--- config.mk ---
export PLATFORM = sky130hd
export DESIGN_NAME = serial_line_keyword_spotter_core
export DESIGN_NICKNAME = d
export VERILOG_FILES = /design/src/rtl/slks_pkg.sv /design/src/rtl/serial_line_keyword_spotter_core.sv
export SDC_FILE = /design/constraint.sdc
export NUM_CORES = 1
export LEC_CHECK = 0
export ABC_AREA = 1
export ABC_CLOCK_PERIOD_IN_PS = 7700
export BUFFER_PORTS_ARGS = -buffer_cell sky130_fd_sc_hd__buf_2
export CAP_MARGIN = 40
export CORE_MARGIN = 4
export CORE_UTILIZATION = 49
export CTS_CLUSTER_SIZE = 12
export DETAILED_ROUTE_END_ITERATION = 10
export HOLD_SLACK_MARGIN = 0.15
export PLACE_DENSITY = 0.66
export SLEW_MARGIN = 20
export SYNTH_ARGS = -nofsm -noshare
export SYNTH_HDL_FRONTEND = slang
export SYNTH_SLANG_ARGS = --single-unit
--- constraint.sdc ---
create_clock -name clk -period 7.7 [get_ports clk]
set_clock_uncertainty 0.15 [all_clocks]
set_input_delay 0.385 -clock clk [delete_from_list [all_inputs] [get_ports clk]]
set_output_delay 0.385 -clock clk [all_outputs]
set_load 0.005 [all_outputs]
--- src/rtl/slks_pkg.sv ---
`timescale 1ns / 1ps
`default_nettype none
// ----------------------------------------------------------------------------
// slks_pkg: shared definitions for the serial line keyword spotter
// Keyword texts, number parser phases, result record and line size default.
// ----------------------------------------------------------------------------
package slks_pkg;

  localparam int unsigned LINE_CAPACITY_DEF = 200;

  localparam int unsigned KEY_COUNT   = 6;
  localparam int unsigned KW_MAX_LEN  = 14;
  localparam int unsigned KEY_SUB     = 0;
  localparam int unsigned KEY_ATTACH  = 1;
  localparam int unsigned KEY_OPEN    = 2;
  localparam int unsigned KEY_CLOSE   = 3;
  localparam int unsigned KEY_HALT    = 4;
  localparam int unsigned KEY_LEVEL   = 5;

  typedef logic [KW_MAX_LEN-1:0][7:0] kw_text_t;

  // Character j of a keyword sits in element KW_MAX_LEN-1-j; short keywords
  // are padded with NUL bytes, which never take part in matching.
  localparam kw_text_t KW_TEXT [KEY_COUNT] = '{
    {"QMTSUB: 0,1,0", 8'h00},
    {"CGATT: 1", 48'h0},
    {"\"temp\":\"open\"", 8'h00},
    {"\"temp\":\"close\""},
    {"\"temp\":\"halt\"", 8'h00},
    {"\"level\":", 48'h0}
  };

  localparam int unsigned KW_LEN [KEY_COUNT] = '{13, 8, 13, 14, 13, 8};

  localparam logic [7:0] CHAR_NUL     = 8'd0;
  localparam logic [7:0] CHAR_NEWLINE = 8'd10;
  localparam logic [7:0] CHAR_TAB     = 8'd9;
  localparam logic [7:0] CHAR_CR      = 8'd13;
  localparam logic [7:0] CHAR_SPACE   = 8'd32;
  localparam logic [7:0] CHAR_PLUS    = 8'd43;
  localparam logic [7:0] CHAR_MINUS   = 8'd45;
  localparam logic [7:0] CHAR_ZERO    = 8'd48;
  localparam logic [7:0] CHAR_NINE    = 8'd57;

  localparam logic [6:0] LEVEL_MAX       = 7'd100;
  localparam logic [6:0] LEVEL_SAT       = 7'd101;
  localparam logic [6:0] THRESHOLD_RESET = 7'd50;

  localparam logic [1:0] LID_NONE  = 2'd0;
  localparam logic [1:0] LID_OPEN  = 2'd1;
  localparam logic [1:0] LID_CLOSE = 2'd2;
  localparam logic [1:0] LID_HALT  = 2'd3;

  typedef enum logic [3:0] {
    PH_WAIT   = 4'b0001,
    PH_SKIP   = 4'b0010,
    PH_DIGITS = 4'b0100,
    PH_DONE   = 4'b1000
  } phase_t;

  typedef struct packed {
    logic       subscribe_ack;
    logic       attach_ok;
    logic [1:0] lid_command;
    logic       level_seen;
    logic       level_accepted;
    logic [6:0] threshold;
  } result_t;

endpackage
`default_nettype wire

--- src/rtl/serial_line_keyword_spotter_core.sv ---
`timescale 1ns / 1ps
`default_nettype none
// ----------------------------------------------------------------------------
// serial_line_keyword_spotter_core: keyword spotter for a received byte line
// Scans each text line for six fixed keywords and a decimal level value.
// ----------------------------------------------------------------------------
// The block takes one received byte per request and may take a new byte in
// every clock cycle: all per-byte work (keyword matching, number parsing and
// the end-of-line decision) is one level of shallow logic from the input port
// into the line state registers and the result register. A new result goes
// to the output register, or to the skid register behind an older result.
// With the output register and one skid register, bytes keep flowing while a
// result waits; input ready drops only when both hold undelivered results.
// Keywords are matched as substrings with a shift-and bit vector per keyword,
// which tracks every matched prefix at once. After the level key the text is
// read as an atoi-style number (white space, optional sign, digits) that
// saturates at 101. A level of 0 to 100 at newline replaces the threshold
// (50 after reset). A NUL byte freezes the rest of the line, a full line is
// cleared with the byte dropped, and a clear_line request discards the
// partial line without a result.
// ----------------------------------------------------------------------------
module serial_line_keyword_spotter_core #(
  parameter int unsigned LINE_CAPACITY = slks_pkg::LINE_CAPACITY_DEF
) (
  input  wire logic       clk,
  input  wire logic       rst_n,
  input  wire logic       in_valid,
  output logic            in_ready,
  input  wire logic [7:0] in_rx_byte,
  input  wire logic       in_clear_line,
  output logic            out_valid,
  input  wire logic       out_ready,
  output logic            out_subscribe_ack,
  output logic            out_attach_ok,
  output logic [1:0]      out_lid_command,
  output logic            out_level_seen,
  output logic            out_level_accepted,
  output logic [6:0]      out_threshold
);

  localparam int unsigned FILL_W = $clog2(LINE_CAPACITY);
  localparam int unsigned KC = slks_pkg::KEY_COUNT;
  localparam int unsigned KL = slks_pkg::KW_MAX_LEN;

  // Line state.
  logic [KL-1:0]      match_r [KC];
  logic [KL-1:0]      match_nxt [KC];
  logic [KC-1:0]      found_r, found_nxt;
  logic [FILL_W-1:0]  fill_r, fill_nxt;
  slks_pkg::phase_t   phase_r, phase_nxt;
  logic [6:0]         value_r, value_nxt;
  logic               neg_r, neg_nxt;
  logic               frozen_r, frozen_nxt;
  logic [6:0]         thr_r, thr_nxt;

  // Result side: output register and skid register.
  slks_pkg::result_t  out_r, out_nxt, skid_r, skid_nxt;
  logic               out_valid_r, out_valid_nxt, skid_valid_r, skid_valid_nxt;

  slks_pkg::result_t  res;
  logic               res_valid;
  logic               in_fire, out_free;
  logic               is_digit, is_space;
  logic [10:0]        acc;
  logic [KL-1:0]      eq;

  assign in_ready = !skid_valid_r;
  assign in_fire  = in_valid && in_ready;
  assign out_free = !out_valid_r || out_ready;

  assign is_digit = (in_rx_byte >= slks_pkg::CHAR_ZERO) && (in_rx_byte <= slks_pkg::CHAR_NINE);
  assign is_space = (in_rx_byte == slks_pkg::CHAR_SPACE) ||
                    ((in_rx_byte >= slks_pkg::CHAR_TAB) && (in_rx_byte <= slks_pkg::CHAR_CR));
  assign acc = 11'(value_r) * 11'd10 + 11'(in_rx_byte[3:0]);

  always_comb begin
    match_nxt  = match_r;
    found_nxt  = found_r;
    fill_nxt   = fill_r;
    phase_nxt  = phase_r;
    value_nxt  = value_r;
    neg_nxt    = neg_r;
    frozen_nxt = frozen_r;
    thr_nxt    = thr_r;
    res_valid  = 1'b0;
    res        = '0;
    eq         = '0;

    if (in_fire) begin
      if (in_clear_line) begin
        for (int i = 0; i < KC; i++) match_nxt[i] = '0;
        found_nxt  = '0;
        fill_nxt   = '0;
        phase_nxt  = slks_pkg::PH_WAIT;
        value_nxt  = '0;
        neg_nxt    = 1'b0;
        frozen_nxt = 1'b0;
      end else begin
        if (fill_r < FILL_W'(LINE_CAPACITY - 1)) begin
          fill_nxt   = fill_r + FILL_W'(1);
          frozen_nxt = frozen_r || (in_rx_byte == slks_pkg::CHAR_NUL);
          if (!frozen_nxt) begin
            // Number parser, run before the keyword update so that the byte
            // that completes the level key is not itself parsed.
            case (phase_r)
              slks_pkg::PH_SKIP: begin
                if (is_space) begin
                  phase_nxt = slks_pkg::PH_SKIP;
                end else if (in_rx_byte == slks_pkg::CHAR_PLUS ||
                             in_rx_byte == slks_pkg::CHAR_MINUS) begin
                  neg_nxt   = (in_rx_byte == slks_pkg::CHAR_MINUS);
                  phase_nxt = slks_pkg::PH_DIGITS;
                end else if (!is_digit) begin
                  phase_nxt = slks_pkg::PH_DONE;
                end else begin
                  phase_nxt = slks_pkg::PH_DIGITS;
                  value_nxt = (acc > 11'(slks_pkg::LEVEL_MAX)) ? slks_pkg::LEVEL_SAT : acc[6:0];
                end
              end
              slks_pkg::PH_DIGITS: begin
                if (!is_digit) begin
                  phase_nxt = slks_pkg::PH_DONE;
                end else begin
                  value_nxt = (acc > 11'(slks_pkg::LEVEL_MAX)) ? slks_pkg::LEVEL_SAT : acc[6:0];
                end
              end
              default: begin
                phase_nxt = phase_r;
              end
            endcase

            // Shift-and matcher: bit j set means the first j+1 characters of
            // the keyword end at the current byte.
            for (int i = 0; i < KC; i++) begin
              if (!found_r[i]) begin
                for (int j = 0; j < KL; j++) begin
                  eq[j] = (in_rx_byte == slks_pkg::KW_TEXT[i][KL-1-j]);
                end
                match_nxt[i] = {match_r[i][KL-2:0], 1'b1} & eq;
                found_nxt[i] = match_nxt[i][slks_pkg::KW_LEN[i]-1];
                if (i == slks_pkg::KEY_LEVEL && found_nxt[i] &&
                    phase_nxt == slks_pkg::PH_WAIT) begin
                  phase_nxt = slks_pkg::PH_SKIP;
                end
              end
            end
          end
        end else begin
          // Line full: drop the byte and start over.
          for (int i = 0; i < KC; i++) match_nxt[i] = '0;
          found_nxt  = '0;
          fill_nxt   = '0;
          phase_nxt  = slks_pkg::PH_WAIT;
          value_nxt  = '0;
          neg_nxt    = 1'b0;
          frozen_nxt = 1'b0;
        end

        if (in_rx_byte == slks_pkg::CHAR_NEWLINE) begin
          res_valid         = 1'b1;
          res.subscribe_ack = found_nxt[slks_pkg::KEY_SUB];
          res.attach_ok     = found_nxt[slks_pkg::KEY_ATTACH];
          if (found_nxt[slks_pkg::KEY_OPEN]) begin
            res.lid_command = slks_pkg::LID_OPEN;
          end else if (found_nxt[slks_pkg::KEY_CLOSE]) begin
            res.lid_command = slks_pkg::LID_CLOSE;
          end else if (found_nxt[slks_pkg::KEY_HALT]) begin
            res.lid_command = slks_pkg::LID_HALT;
          end else begin
            res.lid_command = slks_pkg::LID_NONE;
          end
          res.level_seen = (phase_nxt != slks_pkg::PH_WAIT);
          // A negative sign is only tolerated on a zero magnitude.
          if (res.level_seen && (value_nxt <= slks_pkg::LEVEL_MAX) &&
              !(neg_nxt && value_nxt != 7'd0)) begin
            thr_nxt            = value_nxt;
            res.level_accepted = 1'b1;
          end
          res.threshold = thr_nxt;

          for (int i = 0; i < KC; i++) match_nxt[i] = '0;
          found_nxt  = '0;
          fill_nxt   = '0;
          phase_nxt  = slks_pkg::PH_WAIT;
          value_nxt  = '0;
          neg_nxt    = 1'b0;
          frozen_nxt = 1'b0;
        end
      end
    end
  end

  // Result ordering: the skid entry is always older than a new result.
  always_comb begin
    out_nxt        = out_r;
    skid_nxt       = skid_r;
    out_valid_nxt  = out_valid_r;
    skid_valid_nxt = skid_valid_r;
    if (out_free) begin
      if (skid_valid_r) begin
        out_nxt        = skid_r;
        out_valid_nxt  = 1'b1;
        skid_nxt       = res;
        skid_valid_nxt = res_valid;
      end else begin
        out_nxt       = res;
        out_valid_nxt = res_valid;
      end
    end else if (res_valid) begin
      skid_nxt       = res;
      skid_valid_nxt = 1'b1;
    end
  end

  always_ff @(posedge clk) begin
    if (!rst_n) begin
      for (int i = 0; i < KC; i++) match_r[i] <= '0;
      found_r      <= '0;
      fill_r       <= '0;
      phase_r      <= slks_pkg::PH_WAIT;
      value_r      <= '0;
      neg_r        <= 1'b0;
      frozen_r     <= 1'b0;
      thr_r        <= slks_pkg::THRESHOLD_RESET;
      out_valid_r  <= 1'b0;
      skid_valid_r <= 1'b0;
    end else begin
      match_r      <= match_nxt;
      found_r      <= found_nxt;
      fill_r       <= fill_nxt;
      phase_r      <= phase_nxt;
      value_r      <= value_nxt;
      neg_r        <= neg_nxt;
      frozen_r     <= frozen_nxt;
      thr_r        <= thr_nxt;
      out_valid_r  <= out_valid_nxt;
      skid_valid_r <= skid_valid_nxt;
    end
  end

  always_ff @(posedge clk) begin
    out_r  <= out_nxt;
    skid_r <= skid_nxt;
  end

  assign out_valid          = out_valid_r;
  assign out_subscribe_ack  = out_r.subscribe_ack;
  assign out_attach_ok      = out_r.attach_ok;
  assign out_lid_command    = out_r.lid_command;
  assign out_level_seen     = out_r.level_seen;
  assign out_level_accepted = out_r.level_accepted;
  assign out_threshold      = out_r.threshold;

endmodule
`default_nettype wire
### Word-level counts from Yosys, hierarchy flattened

Cells that the tools add are included.

| word-level totals | value |
|---|---|
| flip-flop bits (word level) | 139 |
| input bits | 13 |

| cells by class | value |
|---|---|
| add/sub/neg operators | 2 |
| multipliers | 1 |
| magnitude comparators | 7 |
| eq/ne operators | 43 |
| multiplexer cells | 84 |
| bitwise operators | 7 |
| reductions and logical operators | 26 |

Operator list:

| operator | count |
|---|---|
| 2-to-1 mux 82 bit | 4 |
| == test 8 x 7 -> 1 bit, second input constant | 21 |
| 2-to-1 mux 13 bit | 7 |
| 2-to-1 mux 7 bit | 11 |
| AND 14 bit | 5 |
| 2-to-1 mux 14 bit | 5 |
| == test 8 x 6 -> 1 bit, second input constant | 8 |
| 2-to-1 mux 4 bit | 16 |
| 2-to-1 mux 6 bit | 6 |
| inequality test 4 x 3 -> 1 bit, second input constant | 7 |
| 2-to-1 mux 1 bit | 26 |
| 2-to-1 mux 8 bit | 3 |
| AND reduction 3 bit | 7 |
| one-hot mux 7 bit (2 select lines) | 1 |
| AND 13 bit | 1 |
| 2-to-1 mux 12 bit | 1 |
| adder 11 x 4 -> 11 bit | 1 |
| greater-than comparator 11 x 7 -> 1 bit, second input constant | 1 |
| multiplier 7 x 3 -> 10 bit, second input constant | 1 |
| adder 8 x 1 -> 8 bit, second input constant | 1 |
| == test 8 x 4 -> 1 bit, second input constant | 1 |
| greater-or-equal comparator 8 x 4 -> 1 bit, second input constant | 1 |
| greater-or-equal comparator 8 x 6 -> 1 bit, second input constant | 1 |
| <= comparator 8 x 4 -> 1 bit, second input constant | 1 |
| other kinds (19) | 33 |

### Longest topological paths before layout

Gate-level depths: netlist of the first run.

| depth | value |
|---|---|
| word-level depth | 27 |
| depth in mapped cells | 23 |
| gate-level depth less buffers | 23 |

### Least setup slack after synthesis of the first run

Ideal clock, no wire load.

| timing | value |
|---|---|
| path type | register to register |
| from | register value_r[1] |
| to | register out_r (netlist bit out_threshold[6]), data pin |
| arrival time | 2894 ps |
| setup slack | 4387 ps |
| stages on the path, launching flop included | 23 |
| path buffers | 0 |
| clock period less this slack | 3313 ps |
| cell sequence | dfxtp_1 -> ha_1 -> ha_1 -> fa_1 -> nand2_1 -> nor2_1 -> nand2_1 -> nand2_1 -> inv_1 -> nand2_1 -> nand2_1 -> nor2_1 -> nor2_4 -> nand2_1 -> nand3_2 -> nand2_1 -> inv_1 -> a21oi_2 -> nand2_4 -> nand3_4 -> nand2_2 -> nand3_2 -> a21oi_2 |

| between the ends | value |
|---|---|
| cells in the longest elaborated chain, start to end | 21 |

RTL lines:

| item | RTL line | source |
|---|---|---|
| start, declared | serial_line_keyword_spotter_core.sv:51 | `logic [6:0] value_r, value_nxt;` |
| start signal, assigned | serial_line_keyword_spotter_core.sv:232 | `value_r <= value_nxt;` |
| multiplier 7 x 3 -> 10 bit | serial_line_keyword_spotter_core.sv:74 | `assign acc = 11'(value_r) * 11'd10 + 11'(in_rx_byte[3:0]);` |
| adder 11 x 4 -> 11 bit | serial_line_keyword_spotter_core.sv:74 |  |
| greater-than comparator 11 x 7 -> 1 bit | serial_line_keyword_spotter_core.sv:117, serial_line_keyword_spotter_core.sv:124 |  |
| 2-to-1 mux 7 bit | serial_line_keyword_spotter_core.sv:117, serial_line_keyword_spotter_core.sv:124 |  |
| 2-to-1 mux 7 bit | serial_line_keyword_spotter_core.sv:113, serial_line_keyword_spotter_core.sv:121 |  |
| 2-to-1 mux 7 bit | serial_line_keyword_spotter_core.sv:109 | `end else if (in_rx_byte == slks_pkg::CHAR_PLUS \|\|` |
| 2-to-1 mux 7 bit | serial_line_keyword_spotter_core.sv:107 | `if (is_space) begin` |
| one-hot mux 7 bit (2 select lines) | serial_line_keyword_spotter_core.sv:105 | `case (phase_r)` |
| [2 not listed] | n/a |  |
| 2-to-1 mux 7 bit * | serial_line_keyword_spotter_core.sv:90 | `if (in_clear_line) begin` |
| 2-to-1 mux 7 bit * | serial_line_keyword_spotter_core.sv:89 | `if (in_fire) begin` |
| branches (longest 4 deep; another with <= comparator 7 bit) | n/a |  |
| 2-to-1 mux 7 bit * | serial_line_keyword_spotter_core.sv:174 | `if (res.level_seen && (value_nxt <= slks_pkg::LEVEL_MAX) &&` |
| 2-to-1 mux 13 bit * | serial_line_keyword_spotter_core.sv:159 | `if (in_rx_byte == slks_pkg::CHAR_NEWLINE) begin` |
| 2-to-1 mux 13 bit * | serial_line_keyword_spotter_core.sv:90 |  |
| 2-to-1 mux 13 bit * | serial_line_keyword_spotter_core.sv:89 |  |
| 2-to-1 mux 13 bit * | serial_line_keyword_spotter_core.sv:200 | `if (skid_valid_r) begin` |
| end signal, assigned | serial_line_keyword_spotter_core.sv:242 | `out_r <= out_nxt;` |
| end, declared | serial_line_keyword_spotter_core.sv:57 | `slks_pkg::result_t out_r, out_nxt, skid_r, skid_nxt;` |

Mark *: on every way between the ends. The select of a mux whose other input is x is not followed.
A chain may end at the register's enable or synchronous reset.

### Worst setup path in the final report of the first run

| timing | value |
|---|---|
| from | register value_r[1] |
| to | register out_r (netlist bit out_threshold[2]), data pin |

The elaborated chain is that of the path after synthesis.

==> results of run 1 <==
how the worst max path moves through the flow:
stage | start | end | slack, ns | cells past startpoint
3_3_place_gp | value_r[3] | out_threshold[4] | 4.13 | 23
3_5_place_dp | value_r[1] | out_threshold[2] | 4.07 | 22
4_1_cts | value_r[1] | out_threshold[2] | 4.03 | 21
6_report | value_r[1] | out_threshold[2] | 4.04 | 22
5_1_grt | value_r[1] | out_threshold[0] | 3.55 | 21
2_1_floorplan | value_r[1] | out_threshold[6] | 4.39 | 22
power breakdown:
| part | switching, W | internal, W | leakage (nW) |
|---|---|---|---|
| logic | 0.0000760 | 0.0000278 | 1.73 |
| clock network | 0.000300 | 0.000500 | 0.293 |
| registers | 0.00000838 | 0.000682 | 1.07 |
Yosys cell counts, types with 2 or more instances:
cell	number
sky130_fd_sc_hd__buf_1	2
sky130_fd_sc_hd__nor4_1	2
sky130_fd_sc_hd__ha_1	14
sky130_fd_sc_hd__nor3_1	15
sky130_fd_sc_hd__inv_1	84
sky130_fd_sc_hd__nand2_4	4
sky130_fd_sc_hd__nand2_2	13
sky130_fd_sc_hd__nand2_1	177
sky130_fd_sc_hd__buf_4	2
sky130_fd_sc_hd__xnor2_1	2
sky130_fd_sc_hd__clkinv_1	3
sky130_fd_sc_hd__nand3b_1	2
sky130_fd_sc_hd__edfxtp_1	26
sky130_fd_sc_hd__a21o_1	2
sky130_fd_sc_hd__nor2_4	3
sky130_fd_sc_hd__a211oi_1	10
sky130_fd_sc_hd__a21oi_2	10
sky130_fd_sc_hd__nand3_2	10
sky130_fd_sc_hd__nand4_1	27
sky130_fd_sc_hd__o21ai_1	4
sky130_fd_sc_hd__fa_1	2
sky130_fd_sc_hd__dfxtp_1	99
sky130_fd_sc_hd__inv_2	7
sky130_fd_sc_hd__nor2_1	91
sky130_fd_sc_hd__a21oi_1	89
sky130_fd_sc_hd__nand3_1	53
sky130_fd_sc_hd__buf_2	4
sky130_fd_sc_hd__xor2_1	4
sky130_fd_sc_hd__nor2_2	5
sky130_fd_sc_hd__a31oi_1	4
sky130_fd_sc_hd__clkbuf_1	19
sky130_fd_sc_hd__o21ai_0	39
routing by layer:
metal / GRT usage, % / part of all wire (%)
met3: 4.83 / 5.1
met4: 8.68 / 2.5
met5: 0 / 0
met2: 37.8 / 49
met1: 27.3 / 44
flip-flops by register name, summed over array words and instances, names as in the netlist, 2 cells and up:
name / count
value_r: 7
phase_r: 4
found_r: 6
out_lid_command: 2
out_threshold: 7
fill_r: 8
skid_r: 13
match_r: 63
thr_r: 7
through the flow:
step	setup slack [ns]	cell area, um2	cells	hold WS, ns
after floorplan	4.39	6360	840	0.275
after global placement	4.13	6630	1017	0.292
after detailed placement	4.07	6630	1017	0.298
after CTS	4.03	7240	1049	0.183
after global routing	3.55	7240	1049	0.251
final	4.04	7240	1049	0.190
final cells by class:
cell class	count	area (um2)
inverter	94	353
clock buffer	21	503
sequential	125	2760
tap	172	215
multi-input combinational	594	3130
timing repair buffer	32	173
clock inverter	11	101
fill	1215	5430
logic make-up after synthesis:
group / Yosys count / synth area share [%]
fa+ha+maj: 16 / 3.38
xor+xnor: 6 / 0.826
buf+inv: 121 / 7.34
simple gates: 409 / 30.5
compound gates: 163 / 14.6
flops: 125 / 43.4
critical path: stages, from the launching register on:
cell and delay, ns:
sky130_fd_sc_hd__dfxtp_1 0.42, sky130_fd_sc_hd__ha_1 0.27, sky130_fd_sc_hd__ha_1 0.23, sky130_fd_sc_hd__fa_1 0.53
sky130_fd_sc_hd__nand2_1 0.08, sky130_fd_sc_hd__nor2_1 0.08, sky130_fd_sc_hd__nand2_1 0.05, sky130_fd_sc_hd__nand2_1 0.09
sky130_fd_sc_hd__inv_1 0.06, sky130_fd_sc_hd__nand2_1 0.06, sky130_fd_sc_hd__nand2_1 0.05, sky130_fd_sc_hd__nor2_1 0.18
sky130_fd_sc_hd__nor2_4 0.08, sky130_fd_sc_hd__nand2_1 0.10, sky130_fd_sc_hd__nand3_2 0.09, sky130_fd_sc_hd__nand2_1 0.13
sky130_fd_sc_hd__inv_1 0.06, sky130_fd_sc_hd__a21oi_2 0.16, sky130_fd_sc_hd__nand2_4 0.11, sky130_fd_sc_hd__nand3_4 0.18
sky130_fd_sc_hd__nand2_2 0.07, sky130_fd_sc_hd__nand3_2 0.08, sky130_fd_sc_hd__a21oi_1 0.08
placed cells by master, fill, tap and decap left out, types with 7 or more instances in the layout:
master,count
sky130_fd_sc_hd__nor2_1,91
sky130_fd_sc_hd__inv_2,7
sky130_fd_sc_hd__ha_1,14
sky130_fd_sc_hd__nand3_1,53
sky130_fd_sc_hd__edfxtp_1,26
sky130_fd_sc_hd__nand3_2,10
sky130_fd_sc_hd__nor3_1,15
sky130_fd_sc_hd__o21ai_0,39
sky130_fd_sc_hd__a211oi_1,10
sky130_fd_sc_hd__buf_2,27
sky130_fd_sc_hd__a21oi_2,10
sky130_fd_sc_hd__nand2_2,13
sky130_fd_sc_hd__inv_1,84
sky130_fd_sc_hd__nand2_1,177
sky130_fd_sc_hd__dfxtp_1,99
sky130_fd_sc_hd__clkbuf_16,19
sky130_fd_sc_hd__a21oi_1,89
sky130_fd_sc_hd__nand4_1,27
==> results.json, run 1 <==
{
  "cts-resized-gates": 0,
  "reg2reg_setup_slack_ns": 4.04,
  "ys_seq_elements": 125,
  "initial_core_util_pct": 50.2,
  "io_buffers": 27,
  "gp_congestion": 0.967,
  "gr-usage-all-layers_pct": 22.1,
  "area_growth_syn_to_layout_pct": 13.8,
  "post-synth-top-area-cell": "sky130_fd_sc_hd__dfxtp_1",
  "run_status": "finished clean",
  "synth_sequential_area_ratio_pct": 43.4,
  "path_clk_slew_ns": 0.06,
  "grt_antenna_before_repair": 0,
  "maxSlewViolCount": 0,
  "critical_path_peak_fanout": 9,
  "ioPinCount": 28,
  "globalRouteOverflowTotal": 0,
  "cts_root_buffer": "sky130_fd_sc_hd__clkbuf_16",
  "largest_net_degree_at_the_start_of_global_routing": 38,
  "critPathArrivalTime_ns": 3.67,
  "die_wd_um": 122,
  "timing.slew.headroom_pct": 42.5,
  "crit-reg2reg-capture": "out_threshold[2]",
  "avgRoutedWirePerCell_um": 14.7,
  "netlist_instances": 840,
  "final-setup-viol-count": 0,
  "drive_above_1_share_pct": 14.0,
  "fmax_mhz": 273,
  "hold_buffers": 0,
  "worst_hold_startpoint": "out_ready",
  "finalWirelength_um": 15400,
  "dr.first_iter.drc_count": 373,
  "final_total_negative_setup_slack_ns": 0,
  "post-dp-hpwl_um": 11000,
  "p_leak_nw": 3.09,
  "worstSetupPathType": "reg -> reg",
  "peakVddDrop_mv": 0.164,
  "htree_num_levels": 4,
  "synth_nets": 869,
  "vias_in_the_first_global_route": 5563,
  "number_of_synthesized_flops_with_an_enable_pin": 26,
  "total_power_w": 0.00159,
  "final_util_pct": 57.1,
  "synth_largest_type_area_fraction_pct": 31.2,
  "r2r-start": "value_r[1]",
  "timing.reg2reg.worst_path_depth": 22,
  "cts_inserted_buffers": 17,
  "placeableCoreArea_um2": 12700,
  "placement_rows": 41,
  "asyncSetResetFlopFracSynth_pct": 0,
  "detail_route.drc_violations": 0,
  "timing.critical_path.to_type": "flip-flop",
  "dieHeight_um": 122,
  "via_count": 5674,
  "pwr_density_cell_nw_per_um2": 220,
  "grt_first_pass_wirelength_um": 26100,
  "drt-pass1-iter-count": 5,
  "critPathLaunchType": "flip-flop",
  "route.detailed.vias_per_inst": 5.41,
  "yosysWarningCount": 0,
  "tritoncts": "done",
  "syn_area_um2": 6360,
  "dieArea_um2": 14900,
  "clockBufferDepth": 2,
  "antenna_cells": 0,
  "post-route-min-period_ns": 3.66,
  "critical_path_required_ns": 7.71,
  "post-cts-setup-buffer-count": 0,
  "worstHoldPathCells": 4,
  "synth_cell_types": 44,
  "syn_avg_cell_area_um2": 7.57,
  "maxCapViolations": 0,
  "nNetsFinal": 893,
  "hold_path.class": "in -> reg",
  "clock_latency_ns": 0.42,
  "actual_slew_at_the_worst_max_slew_pin_ns": 0.856,
  "clock_sinks": 125,
  "rsz0062_at_grt": "false",
  "ys.flop_type": "sky130_fd_sc_hd__dfxtp_1",
  "final_min_period_over_clock_period_pct": 47.5,
  "dominant_cells_by_area_after_synthesis": "sky130_fd_sc_hd__dfxtp_1 (31%), sky130_fd_sc_hd__edfxtp_1 (12%), sky130_fd_sc_hd__nand2_1 (10%), sky130_fd_sc_hd__a21oi_1 (7.0%), sky130_fd_sc_hd__nor2_1 (5.4%)",
  "timing_hold_violations_final": 0,
  "whs_endpoint": "out_valid",
  "final_antenna_violating_net_count": 0
}
(Power assumes the default switching activity.)
==> run 2: changes to the inputs <==
Settings changed: ABC_AREA 1 to 0, ABC_CLOCK_PERIOD_IN_PS 7700 to 2900, PLACE_DENSITY 0.66 to 0.68.
Clock period 7.7 ns to 2.9 ns, I/O delays scaled along.
==> run 2 against run 1 <==
Effect of this change:
- the run now ends with setup timing left
- wire length increased by 13%
- register-to-register slack got worse by 5.2 ns
- critical endpoint is now thr_r[5]
- sequential share of layout area decreased by 4.3 points
- worst setup slack got worse by 5.2 ns
- non-clock buffer count increased by 128
- final cell count decreased by 1.4%
==> results.json, run 2 <==
{
  "clock_latency_ns": 0.42,
  "nNetsFinal": 882,
  "largest_register": "match_r",
  "globalRouteOverflowTotal": 0,
  "netlist_instances": 713,
  "avgRoutedWirePerCell_um": 16.9,
  "synth_nets": 742,
  "actual_slew_at_the_worst_max_slew_pin_ns": 0.787,
  "cts_inserted_buffers": 17,
  "detail_route.drc_violations": 0,
  "layout.cell_area.non_filler_um2": 8170,
  "tritoncts": "done",
  "ioPinCount": 28,
  "maxSlewViolCount": 0,
  "critPathLaunchType": "flip-flop",
  "synth_sequential_area_ratio_pct": 45.0,
  "grt_antenna_before_repair": 0,
  "final_min_period_over_clock_period_pct": 141,
  "dominant_cells_by_area_after_synthesis": "sky130_fd_sc_hd__dfxtp_1 (32%), sky130_fd_sc_hd__edfxtp_1 (13%), sky130_fd_sc_hd__a21oi_1 (6.0%), sky130_fd_sc_hd__nor2_1 (5.6%), sky130_fd_sc_hd__nand2_1 (5.3%)",
  "fin_ws_ns": -1.19,
  "via_count": 5908,
  "drt-pass1-iter-count": 6,
  "critical_path_peak_fanout": 5,
  "worstHoldPathCells": 5,
  "antenna_cells": 0,
  "clockBufferDepth": 2,
  "drive_above_1_share_pct": 28.3,
  "clock_sinks": 125,
  "syn_area_um2": 6140,
  "worstSetupPathType": "reg -> reg",
  "pwr_density_cell_nw_per_um2": 492,
  "layout_commonest_cell": "sky130_fd_sc_hd__buf_4",
  "fmax_mhz": 244,
  "gr-usage-all-layers_pct": 24.7,
  "timing.reg2reg.worst_path_depth": 18,
  "run_status": "finished with violations",
  "final-setup-viol-count": 30,
  "ys.flop_type": "sky130_fd_sc_hd__dfxtp_1",
  "p_leak_nw": 3.23,
  "hold_path.class": "in -> reg",
  "ys_seq_elements": 125,
  "largest_registers": "match_r x63, skid_r x13, fill_r x8",
  "die_wd_um": 120,
  "area_growth_syn_to_layout_pct": 33.1,
  "rsz0062_at_grt": "true",
  "leading_cell_type_by_number_of_instances_after_synthesis": "sky130_fd_sc_hd__dfxtp_1",
  "dieHeight_um": 120,
  "synth_largest_type_area_fraction_pct": 32.3,
  "dr.first_iter.drc_count": 427,
  "critPathArrivalTime_ns": 4.25,
  "final_util_pct": 67.2,
  "gp_congestion": 0.928,
  "htree_num_levels": 4,
  "placement_rows": 40,
  "io_buffers": 27,
  "cts_root_buffer": "sky130_fd_sc_hd__clkbuf_16",
  "reg2reg_setup_slack_ns": -1.19,
  "dieArea_um2": 14400,
  "peakVddDrop_mv": 0.480,
  "layout.cells.non_filler": 1034,
  "failed_checks": "setup timing",
  "post-dp-hpwl_um": 12200,
  "total_power_w": 0.00402,
  "critical_path_required_ns": 3.06,
  "syn_avg_cell_area_um2": 8.61,
  "placed_area_um2": 7250,
  "vias_in_the_first_global_route": 5872,
  "route.detailed.vias_per_inst": 5.71,
  "number_of_synthesized_flops_with_an_enable_pin": 26,
  "largest_net_degree_at_the_start_of_global_routing": 32,
  "path_clk_slew_ns": 0.05,
  "final_total_negative_setup_slack_ns": -29.15,
  "timing_hold_violations_final": 0,
  "maxCapViolations": 0,
  "yosysWarningCount": 0,
  "synth_cell_types": 73,
  "largest_register_ffs": 63,
  "placeableCoreArea_um2": 12200,
  "final_antenna_violating_net_count": 0,
  "post-synth-top-area-cell": "sky130_fd_sc_hd__dfxtp_1",
  "place.detailed.instances": 985,
  "timing.slew.headroom_pct": 47.5,
  "timing.critical_path.to_type": "flip-flop",
  "yosys-top-cells-count": "sky130_fd_sc_hd__dfxtp_1 (99), sky130_fd_sc_hd__nor2_1 (91), sky130_fd_sc_hd__nand2_1 (87), sky130_fd_sc_hd__a21oi_1 (74), sky130_fd_sc_hd__nand3_1 (46)",
  "asyncSetResetFlopFracSynth_pct": 0,
  "grt_first_pass_wirelength_um": 28700,
  "initial_core_util_pct": 50.5,
  "layout_common_cells": "sky130_fd_sc_hd__buf_4 (119), sky130_fd_sc_hd__dfxtp_1 (96), sky130_fd_sc_hd__nor2_1 (90), sky130_fd_sc_hd__nand2_1 (85), sky130_fd_sc_hd__a21oi_1 (70)",
  "finalWirelength_um": 17400,
  "post-route-min-period_ns": 4.09
}
[run 2: worst paths after layout]
| path | start | endpoint |
|---|---|---|
| max | value_r[3] | thr_r[5] |
| min | in_rx_byte[3] | match_r[56] |
| max reg2reg | value_r[3] | thr_r[5] |
| min reg2reg | match_r[18] | match_r[18] |
[run 2: per-stage QoR]
stage	hold slack, ns	setup WS (ns)
2_1_floorplan	0.225	-0.923
3_3_place_gp	0.288	-1.07
3_5_place_dp	0.295	-1.21
4_1_cts	0.171	-1.18
5_1_grt	0.232	-1.33
6_report	0.185	-1.19
[run 2: per-layer routing]
metal / vias to the layer above / wire length [um] / global-route usage (%)
li1: 2861 / - / -
met1: 2839 / 7370 / 30.1
met2: 165 / 8780 / 42.9
met3: 43 / 766 / 4.71
met4: 0 / 520 / 9.95
met5: - / 0 / 0
[run 2: critical path: stages, from the launching register on]
cell and delay [ns]:
sky130_fd_sc_hd__dfxtp_2 0.33, sky130_fd_sc_hd__ha_4 0.24, sky130_fd_sc_hd__ha_4 0.16, sky130_fd_sc_hd__fa_2 0.56, sky130_fd_sc_hd__nand2_2 0.07, sky130_fd_sc_hd__or3_4 0.39
sky130_fd_sc_hd__nor4_4 0.19, sky130_fd_sc_hd__o22ai_4 0.16, sky130_fd_sc_hd__buf_4 0.18, sky130_fd_sc_hd__buf_6 0.11, sky130_fd_sc_hd__buf_6 0.12, sky130_fd_sc_hd__nor3_4 0.22
sky130_fd_sc_hd__o21ai_1 0.10, sky130_fd_sc_hd__nand4_1 0.12, sky130_fd_sc_hd__buf_6 0.13, sky130_fd_sc_hd__o211ai_4 0.12, sky130_fd_sc_hd__buf_4 0.18, sky130_fd_sc_hd__and3_1 0.18
sky130_fd_sc_hd__a211o_1 0.26
[run 2: power breakdown]
part	switching (W)	internal (W)
combinational	0.000133	0.0000763
sequential	0.00000102	0.00177
clock	0.000769	0.00127
[run 2: final cells by class]
type | count | area (um2)
Clock buffer | 22 | 485
Clock inverter | 10 | 88.8
Sequential cell | 125 | 2770
Multi-Input combinational cell | 538 | 3380
Timing Repair Buffer | 160 | 1200
Fill cell | 987 | 3990
Tap cell | 168 | 210
Inverter | 11 | 41.3
[run 2: kinds of logic after synthesis]
| family | after synthesis | synth area share, % |
|---|---|---|
| flops | 125 | 45.0 |
| buf+inv | 51 | 4.10 |
| compound gates | 170 | 17.9 |
| simple gates | 326 | 25.7 |
| fa+ha+maj | 16 | 3.51 |
| xor+xnor | 13 | 1.85 |
| mux | 12 | 1.96 |
[run 2: what timing repair did]
item | in CTS | in global routing
resized for setup | 20 | 23
setup buffers | 4 | 8
gates cloned | 0 | 1
endpoints found under the setup margin | 32 | 67
pin swaps | 7 | 14
hold endpoints to repair | 10 | 0
hold buffers | 4 | 0
==> run 3: changes to the inputs <==
Settings changed: BUFFER_PORTS_ARGS -buffer_cell sky130_fd_sc_hd__buf_2 to -buffer_cell sky130_fd_sc_hd__buf_4.
==> run 3 against run 2 <==
Effect of this change:
- the flow still finishes with violations (setup timing)
- die area stayed put
- via count is 2.2% higher
- first-iteration DRC count is 6.1% higher
- wire length is 1.6% higher
- clock power hardly changed
- core utilization is 1.6 points higher
- critical path depth is 3 lower
- global-route usage is 0.56 points lower
- maximum frequency is 1.3% lower
- sequential power hardly changed
- highest routed layer unchanged
==> results.json, run 3 (synthesized netlist as in run 2, its figures left out) <==
{
  "grt_first_pass_wirelength_um": 28200,
  "reg2reg_setup_slack_ns": -1.24,
  "layout.cell_area.non_filler_um2": 8370,
  "clockBufferDepth": 2,
  "post-dp-hpwl_um": 12200,
  "dr.first_iter.drc_count": 453,
  "detail_route.drc_violations": 0,
  "initial_core_util_pct": 50.5,
  "largest_registers": "match_r x63, skid_r x13, fill_r x8",
  "vias_in_the_first_global_route": 5714,
  "actual_slew_at_the_worst_max_slew_pin_ns": 0.809,
  "dieHeight_um": 120,
  "critPathLaunchType": "flip-flop",
  "layout_common_cells": "sky130_fd_sc_hd__buf_4 (153), sky130_fd_sc_hd__dfxtp_1 (96), sky130_fd_sc_hd__nor2_1 (89), sky130_fd_sc_hd__nand2_1 (84), sky130_fd_sc_hd__a21oi_1 (69)",
  "path_buf_inv": 3,
  "gr-usage-all-layers_pct": 24.2,
  "largest_net_degree_at_the_start_of_global_routing": 47,
  "timing.reg2reg.worst_path_depth": 15,
  "whs_endpoint": "found_r[5]",
  "worst_path_cell_trace": "ha_4, ha_4, fa_2, nand2_2, or3_4, nor4_4, o22ai_4, buf_4, buf_4, nor3_1, a2111oi_4, buf_4, o211ai_4, mux2i_2, nor2_1",
  "final_antenna_violating_net_count": 0,
  "hold_path.class": "in -> reg",
  "drive_above_1_share_pct": 30.6,
  "avgRoutedWirePerCell_um": 16.9,
  "io_buffers": 27,
  "globalRouteOverflowTotal": 0,
  "maxSlewViolCount": 0,
  "nNetsFinal": 893,
  "via_count": 6039,
  "dieArea_um2": 14400,
  "final-setup-viol-count": 30,
  "post-route-min-period_ns": 4.14,
  "area_growth_syn_to_layout_pct": 36.3,
  "cts_root_buffer": "sky130_fd_sc_hd__clkbuf_16",
  "worstHoldPathCells": 5,
  "maxCapViolations": 0,
  "critical_path_peak_fanout": 5,
  "placeableCoreArea_um2": 12200,
  "place.detailed.instances": 992,
  "route.detailed.vias_per_inst": 5.78,
  "htree_num_levels": 4,
  "largest_register": "match_r",
  "total_power_w": 0.00403,
  "timing.critical_path.to_type": "flip-flop",
  "final_min_period_over_clock_period_pct": 143,
  "cts_inserted_buffers": 17,
  "crit-reg2reg-capture": "skid_r[6]",
  "tritoncts": "done",
  "p_leak_nw": 3.28,
  "layout_commonest_cell": "sky130_fd_sc_hd__buf_4",
  "placement_rows": 40,
  "critical-path-slowest-cell": "sky130_fd_sc_hd__fa_2",
  "run_status": "finished with violations",
  "antenna_cells": 0,
  "worst_path_most_repeated_cell": "sky130_fd_sc_hd__buf_4",
  "finalWirelength_um": 17700,
  "r2r-start": "value_r[3]",
  "drt-pass1-iter-count": 5,
  "fin_ws_ns": -1.24,
  "largest_register_ffs": 63,
  "ioPinCount": 28,
  "critPathArrivalTime_ns": 4.16,
  "worst_hold_startpoint": "in_rx_byte[0]",
  "fmax_mhz": 241,
  "failed_checks": "setup timing",
  "worstSetupPathType": "reg -> reg",
  "worst_path_dominant_cell_family": "simple AND/OR/NAND/NOR gates",
  "placed_area_um2": 7340,
  "pwr_density_cell_nw_per_um2": 482,
  "clock_sinks": 125,
  "path_clk_slew_ns": 0.06,
  "cpPeakStageDelay_ns": 0.56,
  "die_wd_um": 120,
  "timing.slew.headroom_pct": 46.1,
  "rsz0062_at_grt": "true",
  "peakVddDrop_mv": 0.644,
  "layout.cells.non_filler": 1045,
  "critical_path_required_ns": 2.92,
  "gp_congestion": 0.902,
  "timing_hold_violations_final": 0,
  "clock_latency_ns": 0.42,
  "grt_antenna_before_repair": 0
}
## run 3: cell type report
type | instances | area [um2]
timing repair buffer | 171 | 1340
tap | 168 | 210
sequential | 125 | 2770
fill | 970 | 3790
clock buffer | 18 | 450
multi-input combinational | 538 | 3430
clock inverter | 14 | 120
inverter | 11 | 41.3
## run 3: worst max path at each step
stage                                  end  startpoint  slack [ns]  cells after the start
after CTS                 out_threshold[6]  value_r[3]       -1.13                     13
after global placement            thr_r[5]  value_r[3]       -1.05                     14
after global routing             skid_r[6]  value_r[3]       -1.38                     15
after floorplan           out_threshold[5]  value_r[1]       -0.92                     14
final                            skid_r[6]  value_r[3]       -1.24                     15
after detailed placement          thr_r[5]  value_r[2]       -1.18                     13
## run 3: metal layers
layer / wire length, um / GRT usage, % / vias to the layer above / part of all wire (%)
li1: - / - / 2896 / -
met1: 7550 / 30.1 / 2881 / 43
met2: 8800 / 40.2 / 212 / 50
met3: 832 / 4.90 / 50 / 4.7
met4: 527 / 11.1 / 0 / 3.0
met5: 0 / 0 / - / 0
## run 3: worst register-to-register path, stage by stage, from the launching register on
cell and delay, ns:
sky130_fd_sc_hd__dfxtp_2 0.33, sky130_fd_sc_hd__ha_4 0.24, sky130_fd_sc_hd__ha_4 0.16, sky130_fd_sc_hd__fa_2 0.56, sky130_fd_sc_hd__nand2_2 0.06, sky130_fd_sc_hd__or3_4 0.38
sky130_fd_sc_hd__nor4_4 0.18, sky130_fd_sc_hd__o22ai_4 0.15, sky130_fd_sc_hd__buf_4 0.17, sky130_fd_sc_hd__buf_4 0.13, sky130_fd_sc_hd__nor3_1 0.38, sky130_fd_sc_hd__a2111oi_4 0.09
sky130_fd_sc_hd__buf_4 0.19, sky130_fd_sc_hd__o211ai_4 0.33, sky130_fd_sc_hd__mux2i_2 0.32, sky130_fd_sc_hd__nor2_1 0.08
## run 3: power by group
part	switching (W)	internal, W
registers	0.00000127	0.00177
clock network	0.000859	0.00117
logic	0.000138	0.0000897
## run 3: metrics by stage
stage	util (%)	setup slack [ns]	hold WS [ns]	setup TNS [ns]
6_report	68.8	-1.24	0.171	-29.03
5_1_grt	68.8	-1.38	0.188	-32.77
4_1_cts	66.9	-1.13	0.160	-27.63
3_5_place_dp	60.4	-1.18	0.295	-29.49
3_3_place_gp	60.3	-1.05	0.288	-26.83
2_1_floorplan	-	-0.923	0.225	-20.35
## run 3: what timing repair did
item	4_1_cts	5_1_grt
pin swaps	5	25
hold buffers	7	0
hold endpoints to repair	18	0
cloned	0	1
endpoints found under the setup margin	53	79
buffers inserted	6	7
gates resized for setup	21	41
